**config.mk**
```make
export PLATFORM = sky130hd
export DESIGN_NAME = bezier_curve_point_eval_top
export DESIGN_NICKNAME = d
export VERILOG_FILES = /design/src/rtl/bcpe_pkg.sv /design/src/rtl/bezier_curve_point_eval_top.sv /design/src/rtl/bcpe_mul.sv
export SDC_FILE = /design/constraint.sdc
export NUM_CORES = 2
export LEC_CHECK = 0
export BUFFER_PORTS_ARGS = -buffer_cell sky130_fd_sc_hd__buf_2
export CELL_PAD_IN_SITES_DETAIL_PLACEMENT = 1
export CELL_PAD_IN_SITES_GLOBAL_PLACEMENT = 1
export CORE_MARGIN = 2
export CORE_UTILIZATION = 40
export CTS_BUF_LIST = sky130_fd_sc_hd__clkbuf_4
export DETAILED_ROUTE_END_ITERATION = 7
export HOLD_SLACK_MARGIN = 0.03
export PLACE_DENSITY_LB_ADDON = 0.05
export SYNTH_ARGS = -nofsm -noshare
export SYNTH_HDL_FRONTEND = slang
export SYNTH_SLANG_ARGS = --single-unit
```
**constraint.sdc**
```tcl
create_clock -name clock -period 30.5 [get_ports clock]
set_input_delay 6.1 -clock clock [delete_from_list [all_inputs] [get_ports clock]]
set_output_delay 6.1 -clock clock [all_outputs]
set_load 0.005 [all_outputs]
```
**src/rtl/bcpe_pkg.sv**
```systemverilog
`timescale 1ns / 1ps
`default_nettype none
package bcpe_pkg;

   localparam int MAX_POINTS_DEF = 16;

   localparam logic [16:0] ONE_Q16    = 17'd65536;
   localparam logic [16:0] PICK_RESET = 17'd6554;
   // Binomial coefficients saturate here; any weight with a larger one clamps.
   localparam logic [16:0] BINOM_CAP  = 17'd65537;

   localparam logic [1:0] REQ_APPEND = 2'd0;
   localparam logic [1:0] REQ_MOVE   = 2'd1;
   localparam logic [1:0] REQ_EVAL   = 2'd2;
   localparam logic [1:0] REQ_PICK   = 2'd3;

   localparam logic [1:0] ST_OK      = 2'd0;
   localparam logic [1:0] ST_FULL    = 2'd1;
   localparam logic [1:0] ST_BAD_IDX = 2'd2;
   localparam logic [1:0] ST_NONE    = 2'd3;

   localparam int MUL_AW = 33;
   localparam int MUL_BW = 18;
   localparam int MUL_PW = MUL_AW + MUL_BW;

endpackage
`default_nettype wire

```
**src/rtl/bezier_curve_point_eval_top.sv**
```systemverilog
`timescale 1ns / 1ps
`default_nettype none
// Append and move write the table at acceptance. Evaluate works over the n stored
// points, all on one shared multiplier; pick walks the table one entry at a time.
// One item at a time: a new item is taken once the sequencer is idle.
// Reset (synchronous, active high) empties the table and sets pick_radius to 0.1;
// the point storage itself is not cleared.
module bezier_curve_point_eval_top #(
   parameter int MAX_POINTS = bcpe_pkg::MAX_POINTS_DEF
) (
   input  wire logic        clock,
   input  wire logic        reset,
   input  wire logic        req_valid,
   output logic             req_ready,
   input  wire logic [1:0]  req_type,
   input  wire logic [31:0] req_px,
   input  wire logic [31:0] req_py,
   input  wire logic [16:0] req_t_param,
   input  wire logic [3:0]  req_point_index,
   output logic             rsp_valid,
   input  wire logic        rsp_ready,
   output logic [31:0]      rsp_out_x,
   output logic [31:0]      rsp_out_y,
   output logic [3:0]       rsp_found_index,
   output logic [1:0]       rsp_status,
   input  wire logic        csr_wr_en,
   input  wire logic [16:0] csr_wr_data
);

   // Count width holds MAX_POINTS itself; index width addresses the table.
   localparam int CW   = $clog2(MAX_POINTS + 1);
   localparam int IW   = $clog2(MAX_POINTS);
   localparam int CMPW = (CW > 4) ? CW : 4;
   localparam int AW   = 56;

   // Sequencer states.
   localparam logic [3:0] S_IDLE  = 4'd0;
   localparam logic [3:0] S_ROW   = 4'd1;
   localparam logic [3:0] S_PINIT = 4'd2;
   localparam logic [3:0] S_PMUL  = 4'd3;
   localparam logic [3:0] S_WMUL  = 4'd4;
   localparam logic [3:0] S_XMUL  = 4'd5;
   localparam logic [3:0] S_YMUL  = 4'd6;
   localparam logic [3:0] S_YACC  = 4'd7;
   localparam logic [3:0] S_PACK  = 4'd8;
   localparam logic [3:0] S_RSQ   = 4'd9;
   localparam logic [3:0] S_PRD   = 4'd10;
   localparam logic [3:0] S_PDX   = 4'd11;
   localparam logic [3:0] S_SQX   = 4'd12;
   localparam logic [3:0] S_SQY   = 4'd13;
   localparam logic [3:0] S_CMP   = 4'd14;
   localparam logic [3:0] S_DONE  = 4'd15;

   logic [3:0] state_ff, state_in;

   // Control point storage, written at one address and read with a registered port.
   logic [31:0] mem_x [MAX_POINTS];
   logic [31:0] mem_y [MAX_POINTS];
   logic [31:0] rd_x_ff, rd_y_ff;

   logic [CW-1:0] count_ff, count_in;
   logic [16:0]   radius_ff;

   logic [31:0] px_ff, px_in, py_ff, py_in;
   logic [16:0] t_ff, t_in, u_val;
   logic [IW-1:0] idx_ff, idx_in;   // table entry being worked on
   logic [IW-1:0] k_ff, k_in;       // inner loop counter
   logic [IW-1:0] m_val;

   // Pascal row of binomial coefficients, one saturating adder per lane but the first.
   logic [16:0] row_ff [MAX_POINTS];
   logic        row_init, row_step;

   logic [16:0] p_ff, p_in, w_ff, w_in;
   logic signed [bcpe_pkg::MUL_PW-1:0] prod_ff, prod_in;
   logic signed [AW-1:0] acc_x_ff, acc_x_in, acc_y_ff, acc_y_in;

   logic [16:0] dx_ff, dx_in, dy_ff, dy_in;
   logic [33:0] sq_ff, sq_in, rsq_ff, rsq_in;

   logic [31:0] res_x_ff, res_x_in, res_y_ff, res_y_in;
   logic [3:0]  res_f_ff, res_f_in;
   logic [1:0]  res_s_ff, res_s_in;

   logic        rsp_valid_ff, rsp_valid_in;
   logic [31:0] rsp_x_ff, rsp_y_ff;
   logic [3:0]  rsp_f_ff;
   logic [1:0]  rsp_s_ff;
   logic        rsp_load;

   logic signed [bcpe_pkg::MUL_AW-1:0] mul_a;
   logic signed [bcpe_pkg::MUL_BW-1:0] mul_b;
   logic signed [bcpe_pkg::MUL_PW-1:0] mul_p;

   logic accept;
   logic wr_en;
   logic [IW-1:0] wr_addr;
   logic [CMPW-1:0] idx_req_ext, count_ext;
   logic signed [32:0] dxs, dys;
   logic [32:0] dx_abs, dy_abs;
   logic [33:0] dist_sum;

   function automatic logic [31:0] sat32(input logic signed [AW-1:0] a);
      logic signed [AW-17:0] s;
      s = a[AW-1:16];
      if (s > (AW-16)'(64'sd2147483647)) begin
         sat32 = 32'h7FFF_FFFF;
      end else if (s < -(AW-16)'(64'sd2147483648)) begin
         sat32 = 32'h8000_0000;
      end else begin
         sat32 = s[31:0];
      end
   endfunction

   bcpe_mul u_mul (
      .mul_a (mul_a),
      .mul_b (mul_b),
      .mul_p (mul_p)
   );

   assign accept      = req_valid && req_ready;
   assign req_ready   = (state_ff == S_IDLE);
   assign u_val       = bcpe_pkg::ONE_Q16 - t_ff;
   assign m_val       = IW'(count_ff - CW'(1));
   assign idx_req_ext = CMPW'(req_point_index);
   assign count_ext   = CMPW'(count_ff);

   // Table write happens at acceptance for append and move.
   always_comb begin
      wr_en   = 1'b0;
      wr_addr = IW'(count_ff);
      if (accept && req_type == bcpe_pkg::REQ_APPEND && count_ff < CW'(MAX_POINTS)) begin
         wr_en = 1'b1;
      end else if (accept && req_type == bcpe_pkg::REQ_MOVE && idx_req_ext < count_ext) begin
         wr_en   = 1'b1;
         wr_addr = IW'(idx_req_ext);
      end
   end

   always_ff @(posedge clock) begin
      if (wr_en) begin
         mem_x[wr_addr] <= req_px;
         mem_y[wr_addr] <= req_py;
      end
      rd_x_ff <= mem_x[idx_ff];
      rd_y_ff <= mem_y[idx_ff];
   end

   // Distance terms for pick.
   assign dxs      = {px_ff[31], px_ff} - {rd_x_ff[31], rd_x_ff};
   assign dys      = {py_ff[31], py_ff} - {rd_y_ff[31], rd_y_ff};
   assign dx_abs   = dxs[32] ? 33'(-dxs) : 33'(dxs);
   assign dy_abs   = dys[32] ? 33'(-dys) : 33'(dys);
   assign dist_sum = sq_ff + 34'(prod_ff[33:0]);

   // Operand selection for the shared multiplier.
   always_comb begin
      mul_a = '0;
      mul_b = '0;
      case (state_ff)
         S_PMUL: begin
            mul_a = {16'd0, p_ff};
            mul_b = (k_ff < idx_ff) ? {1'b0, t_ff} : {1'b0, u_val};
         end
         S_WMUL: begin
            mul_a = {16'd0, row_ff[idx_ff]};
            mul_b = {1'b0, p_ff};
         end
         S_XMUL: begin
            mul_a = {rd_x_ff[31], rd_x_ff};
            mul_b = {1'b0, w_ff};
         end
         S_YMUL: begin
            mul_a = {rd_y_ff[31], rd_y_ff};
            mul_b = {1'b0, w_ff};
         end
         S_RSQ: begin
            mul_a = {16'd0, radius_ff};
            mul_b = {1'b0, radius_ff};
         end
         S_SQX: begin
            mul_a = {16'd0, dx_ff};
            mul_b = {1'b0, dx_ff};
         end
         S_SQY: begin
            mul_a = {16'd0, dy_ff};
            mul_b = {1'b0, dy_ff};
         end
         default: begin
            mul_a = '0;
            mul_b = '0;
         end
      endcase
   end

   // Sequencer.
   always_comb begin
      state_in = state_ff;
      count_in = count_ff;
      px_in    = px_ff;
      py_in    = py_ff;
      t_in     = t_ff;
      idx_in   = idx_ff;
      k_in     = k_ff;
      p_in     = p_ff;
      w_in     = w_ff;
      prod_in  = prod_ff;
      acc_x_in = acc_x_ff;
      acc_y_in = acc_y_ff;
      dx_in    = dx_ff;
      dy_in    = dy_ff;
      sq_in    = sq_ff;
      rsq_in   = rsq_ff;
      res_x_in = res_x_ff;
      res_y_in = res_y_ff;
      res_f_in = res_f_ff;
      res_s_in = res_s_ff;
      row_init = 1'b0;
      row_step = 1'b0;
      rsp_load = 1'b0;
      case (state_ff)
         S_IDLE: begin
            if (accept) begin
               px_in    = req_px;
               py_in    = req_py;
               t_in     = (req_t_param > bcpe_pkg::ONE_Q16) ? bcpe_pkg::ONE_Q16 : req_t_param;
               res_x_in = '0;
               res_y_in = '0;
               res_f_in = '0;
               res_s_in = bcpe_pkg::ST_OK;
               idx_in   = '0;
               k_in     = '0;
               acc_x_in = '0;
               acc_y_in = '0;
               state_in = S_DONE;
               case (req_type)
                  bcpe_pkg::REQ_APPEND: begin
                     if (count_ff < CW'(MAX_POINTS)) begin
                        count_in = count_ff + CW'(1);
                     end else begin
                        res_s_in = bcpe_pkg::ST_FULL;
                     end
                  end
                  bcpe_pkg::REQ_MOVE: begin
                     if (!(idx_req_ext < count_ext)) begin
                        res_s_in = bcpe_pkg::ST_BAD_IDX;
                     end
                  end
                  bcpe_pkg::REQ_EVAL: begin
                     if (count_ff != '0) begin
                        row_init = 1'b1;
                        state_in = (m_val == '0) ? S_PINIT : S_ROW;
                     end
                  end
                  default: begin
                     res_s_in = bcpe_pkg::ST_NONE;
                     if (count_ff != '0) begin
                        state_in = S_RSQ;
                     end
                  end
               endcase
            end
         end
         S_ROW: begin
            row_step = 1'b1;
            if (k_ff == m_val - IW'(1)) begin
               state_in = S_PINIT;
            end else begin
               k_in = k_ff + IW'(1);
            end
         end
         S_PINIT: begin
            p_in     = bcpe_pkg::ONE_Q16;
            k_in     = '0;
            state_in = (m_val == '0) ? S_WMUL : S_PMUL;
         end
         S_PMUL: begin
            p_in = mul_p[32:16];
            if (k_ff == m_val - IW'(1)) begin
               state_in = S_WMUL;
            end else begin
               k_in = k_ff + IW'(1);
            end
         end
         S_WMUL: begin
            w_in     = (mul_p > bcpe_pkg::MUL_PW'(bcpe_pkg::ONE_Q16)) ?
                       bcpe_pkg::ONE_Q16 : mul_p[16:0];
            state_in = S_XMUL;
         end
         S_XMUL: begin
            prod_in  = mul_p;
            state_in = S_YMUL;
         end
         S_YMUL: begin
            acc_x_in = acc_x_ff + AW'(prod_ff);
            prod_in  = mul_p;
            state_in = S_YACC;
         end
         S_YACC: begin
            acc_y_in = acc_y_ff + AW'(prod_ff);
            if (idx_ff == m_val) begin
               state_in = S_PACK;
            end else begin
               idx_in   = idx_ff + IW'(1);
               state_in = S_PINIT;
            end
         end
         S_PACK: begin
            res_x_in = sat32(acc_x_ff);
            res_y_in = sat32(acc_y_ff);
            state_in = S_DONE;
         end
         S_RSQ: begin
            rsq_in   = mul_p[33:0];
            state_in = S_PRD;
         end
         S_PRD: begin
            state_in = S_PDX;
         end
         S_PDX: begin
            dx_in = dx_abs[16:0];
            dy_in = dy_abs[16:0];
            if (dx_abs >= {16'd0, radius_ff} || dy_abs >= {16'd0, radius_ff}) begin
               if (idx_ff == m_val) begin
                  state_in = S_DONE;
               end else begin
                  idx_in   = idx_ff + IW'(1);
                  state_in = S_PRD;
               end
            end else begin
               state_in = S_SQX;
            end
         end
         S_SQX: begin
            sq_in    = mul_p[33:0];
            state_in = S_SQY;
         end
         S_SQY: begin
            prod_in  = mul_p;
            state_in = S_CMP;
         end
         S_CMP: begin
            if (dist_sum < rsq_ff) begin
               res_f_in = 4'(CMPW'(idx_ff));
               res_s_in = bcpe_pkg::ST_OK;
               state_in = S_DONE;
            end else if (idx_ff == m_val) begin
               state_in = S_DONE;
            end else begin
               idx_in   = idx_ff + IW'(1);
               state_in = S_PRD;
            end
         end
         S_DONE: begin
            if (!rsp_valid_ff || rsp_ready) begin
               rsp_load = 1'b1;
               state_in = S_IDLE;
            end
         end
         default: begin
            state_in = S_IDLE;
         end
      endcase
   end

   assign rsp_valid_in = rsp_load ? 1'b1 : (rsp_valid_ff && !rsp_ready);

   always_ff @(posedge clock) begin
      if (reset) begin
         state_ff     <= S_IDLE;
         count_ff     <= '0;
         radius_ff    <= bcpe_pkg::PICK_RESET;
         rsp_valid_ff <= 1'b0;
      end else begin
         state_ff     <= state_in;
         count_ff     <= count_in;
         rsp_valid_ff <= rsp_valid_in;
         if (csr_wr_en) begin
            radius_ff <= csr_wr_data;
         end
      end
   end

   always_ff @(posedge clock) begin
      px_ff    <= px_in;
      py_ff    <= py_in;
      t_ff     <= t_in;
      idx_ff   <= idx_in;
      k_ff     <= k_in;
      p_ff     <= p_in;
      w_ff     <= w_in;
      prod_ff  <= prod_in;
      acc_x_ff <= acc_x_in;
      acc_y_ff <= acc_y_in;
      dx_ff    <= dx_in;
      dy_ff    <= dy_in;
      sq_ff    <= sq_in;
      rsq_ff   <= rsq_in;
      res_x_ff <= res_x_in;
      res_y_ff <= res_y_in;
      res_f_ff <= res_f_in;
      res_s_ff <= res_s_in;
      if (rsp_load) begin
         rsp_x_ff <= res_x_ff;
         rsp_y_ff <= res_y_ff;
         rsp_f_ff <= res_f_ff;
         rsp_s_ff <= res_s_ff;
      end
   end

   // Pascal row lanes: each lane but the first adds its left neighbor, saturating at the cap.
   always_ff @(posedge clock) begin
      if (row_init) begin
         for (int j = 0; j < MAX_POINTS; j++) begin
            row_ff[j] <= (j == 0) ? 17'd1 : 17'd0;
         end
      end else if (row_step) begin
         for (int j = 1; j < MAX_POINTS; j++) begin
            row_ff[j] <= (({1'b0, row_ff[j]} + {1'b0, row_ff[j-1]}) >
                          {1'b0, bcpe_pkg::BINOM_CAP}) ? bcpe_pkg::BINOM_CAP :
                         17'(({1'b0, row_ff[j]} + {1'b0, row_ff[j-1]}));
         end
      end
   end

   assign rsp_valid       = rsp_valid_ff;
   assign rsp_out_x       = rsp_x_ff;
   assign rsp_out_y       = rsp_y_ff;
   assign rsp_found_index = rsp_f_ff;
   assign rsp_status      = rsp_s_ff;

endmodule
`default_nettype wire

```
**src/rtl/bcpe_mul.sv**
```systemverilog
`timescale 1ns / 1ps
`default_nettype none
// Shared signed multiplier; the sequencer registers its product.
module bcpe_mul (
   input  wire logic signed [bcpe_pkg::MUL_AW-1:0] mul_a,
   input  wire logic signed [bcpe_pkg::MUL_BW-1:0] mul_b,
   output logic signed [bcpe_pkg::MUL_PW-1:0]      mul_p
);

   logic signed [bcpe_pkg::MUL_PW-1:0] a_ext;
   logic signed [bcpe_pkg::MUL_PW-1:0] b_ext;

   assign a_ext = bcpe_pkg::MUL_PW'(mul_a);
   assign b_ext = bcpe_pkg::MUL_PW'(mul_b);
   assign mul_p = a_ext * b_ext;

endmodule
`default_nettype wire

```
==> results.yml <==
routing:
  vias_per_cell: 5.62
  drtPass1Iterations: 6
  remaining_drc_errors: 0
  wirelength_microns: 371000
  vias: 80173
  postRouteAntennaNets: 0
  drt_iter0_drc: 5533
  wl_per_cell_microns: 26.0
worst_setup_path:
  crit_arrival_ns: 14.22
  critPathMaxFanout: 41
  cpMostUsedCell: "fa_1"
  crit_path_end_kind: "register"
  critPathRequiredTime_ns: 31.71
  critical_path.startpoint_type: "register"
  max_stage_delay_ns: 0.93
  critPathKind: "register to register"
  slowest_stage: "dfxtp_2"
floorplanning:
  dieWidth_microns: 545
  rows: 198
  die_h_microns: 545
  io_pins: 181
  die_area_sq_um: 297000
  core_sq_um: 291000
  initial_core_util_pct: 40.2
clock_network:
  numCtsBuffers: 538
  cts_tree: "yes"
  cts-root-buf: "clkbuf_4"
  cts.htree.levels: 6
  clk_pin_slew_ns: 0.06
  clockBufferDepth: 4
  cts_resized: 0
  post-cts-setup-buffers: 0
  ctsHoldBuffers: 0
  cts.sinks: 1902
  worst_skew_pair.late_latency_ns: 1.54
logic_synthesis:
  avgSynthCellArea_sq_um: 12.4
  netlist_top_cells_area: "edfxtp_1 46%, fa_1 9.3%, mux4_2 7.5%, ha_1 6.9%, inv_1 3.2%"
  ys_async_sr_fraction_pct: 0
  synth_edf_count: 1807
  synth.cells.most_frequent: "1807 x edfxtp_1, 987 x inv_1, 748 x nor2_1"
  yosysUniqueCellTypes: 126
  synth_top_area_cell: "edfxtp_1"
  synth_ff_type: "edfxtp_1"
  syn-instance-count: 9446
  synth_top_area_share_pct: 46.4
  yosysSeqAreaShare_pct: 48.0
  synth_seq_cells: 1902
  syn_nets: 10746
  syn_area_sq_um: 117000
  synth.most_common_cell: "edfxtp_1"
  ys_warn_count: 0
sta:
  slew_headroom_pct: 12.2
  drv_slew: 0
  setup_viol: 0
  fmax_ghz: 0.0769
  rsz0062_at_grt: "false"
  fin_crit_ns: 13.01
  clock_skew_ns: 0.171
  finalHoldViolations: 0
  tns_ns: 0
  period_share_pct: 42.7
  tightest_slew_ns: 1.31
layout:
  syn2layout_area_growth_pct: 10.8
  drive_above_1_share_pct: 16.7
  final_util_pct: 44.6
  nets: 11259
  nFillCells: 30691
global_route:
  antenna_found_initial: 40
  grt-ovfl-total: 0
  grt_start_max_net_pins: 133
  grt_first_pass_wirelength_microns: 553000
  grt_pass1_vias: 85689
  grt_use_total_pct: 24.9
pwr:
  switching_power_w: 0.00592
  total_power_w: 0.0132
  p_int_w: 0.00730
  swShare_pct: 44.8
  comb_power_share_pct: 51.5
  seqPwrFrac_pct: 29.9
  p_clk_share_pct: 18.6
  p_leak_nw: 50.3
  power_density_nw_per_um2: 102
  ir_drop_mv: 0.0562
placed_design:
  port_buffers: 180
  globalplace.congestion: 0.911
  hpwl_microns: 270000
run_status:
  status: "finished, final reports clean"
run:
  cap_violations: 0
min_path:
  min_path_type: "register to register"
path summary, 6_finish.rpt:
kind	depth (start not counted)	slack (ns)	startpoint	endpoint
worst max register to register	33	17.49	register	w_ff[16]$_SDFFCE_PN1N_
worst max-delay path	33	17.49	register	w_ff[16]$_SDFFCE_PN1N_
worst min register to register	0	0.38	res_x_ff[23]$_SDFFCE_PN0P_	rsp_out_x[23]$_DFFE_PP_
worst min-delay path	0	0.38	res_x_ff[23]$_SDFFCE_PN0P_	rsp_out_x[23]$_DFFE_PP_
power groups by stage:
stage | Sequential, W | Clock (W) | Combinational, W
floorplan | 0.00369 | 0 | 0.00488
global placement | 0.00399 | 0 | 0.00663
detailed placement | 0.00399 | 0 | 0.00680
CTS | 0.00394 | 0.00255 | 0.00684
global route | 0.00397 | 0.00267 | 0.00751
finish | 0.00395 | 0.00246 | 0.00681
cell families after synthesis:
group           after synthesis  share of synthesized area [%]
buf+inv                    1323                           4.44
flops                      1902                           48.0
simple gates               2499                           10.4
compound gates             1654                           9.71
mux                         442                           7.97
fa+ha+maj                  1191                           16.2
xor+xnor                    435                           3.25
layout by cell type (no fill, tap or decap), types with 82 or more instances in the layout:
cell	netlist	routed
and3_1	102	101
a21oi_1	476	467
buf_2	2	180
nand2b_1	90	90
and2_1	82	82
buf_4	2	126
dfxtp_1	95	93
ha_1	647	647
xor2_1	133	133
clkinv_1	0	82
nand3_1	155	154
clkbuf_4	0	786
fa_1	544	544
a21o_1	191	191
o21bai_1	138	138
nor3_1	189	186
nand2_1	612	607
o21ai_0	193	191
mux4_2	388	388
xnor2_1	302	302
edfxtp_1	1807	1807
inv_1	987	985
nor2_1	748	731
nor2b_1	159	158
worst max-delay path: cells and delay by family, from the launching register on:
| family | cells | cell delay [ns] |
|---|---|---|
| AOI/OAI and AO/OA | 10 | 2.54 |
| adders and majority gates | 7 | 3.34 |
| buffers and inverters | 6 | 1.18 |
| DFF | 1 | 0.93 |
| muxes | 1 | 0.23 |
| and+or+nand+nor | 9 | 4.50 |
per-stage QoR:
| stage | setup slack, ns | cell area (sq um) | cells | hold WS [ns] |
|---|---|---|---|---|
| 4_1_cts | 17.43 | 130000 | 14257 | 0.379 |
| 5_1_grt | 16.76 | 130000 | 14264 | 0.390 |
| 3_3_place_gp | 17.79 | 123000 | 13319 | 0.401 |
| 6_report | 17.49 | 130000 | 14271 | 0.384 |
| 3_5_place_dp | 17.54 | 123000 | 13319 | 0.405 |
| 2_1_floorplan | 17.60 | 117000 | 9446 | 0.400 |
final cells by class:
type                            instances  area (sq um)  share of cell area (%)
Tap cell                             3900          4880                    3.76
Inverter                              987          3710                    2.86
Clock buffer                          786          5900                    4.55
Timing Repair Buffer                  309          1910                    1.47
Antenna cell                           14          35.0                  0.0270
Clock inverter                        152          1070                   0.826
Sequential cell                      1902         56200                    43.3
Multi-Input combinational cell       6221         56000                    43.2
metal layers:
metal,part of all wire [%],track usage [%],vias up
li1,-,-,35974
met1,45,34.6,41561
met2,46,39.4,2040
met3,5.8,4.35,578
met4,3.4,8.68,20
met5,0.036,0,-
sequential cells by signal (all words and copies together) (netlist names), 34 cells and up, named ones only:
name	cells
mem_x	512
rsq_ff	34
acc_y_ff	56
sq_ff	34
acc_x_ff	56
row_ff	255
mem_y	512
prod_ff	51
Power figures use the tool's default switching activity.
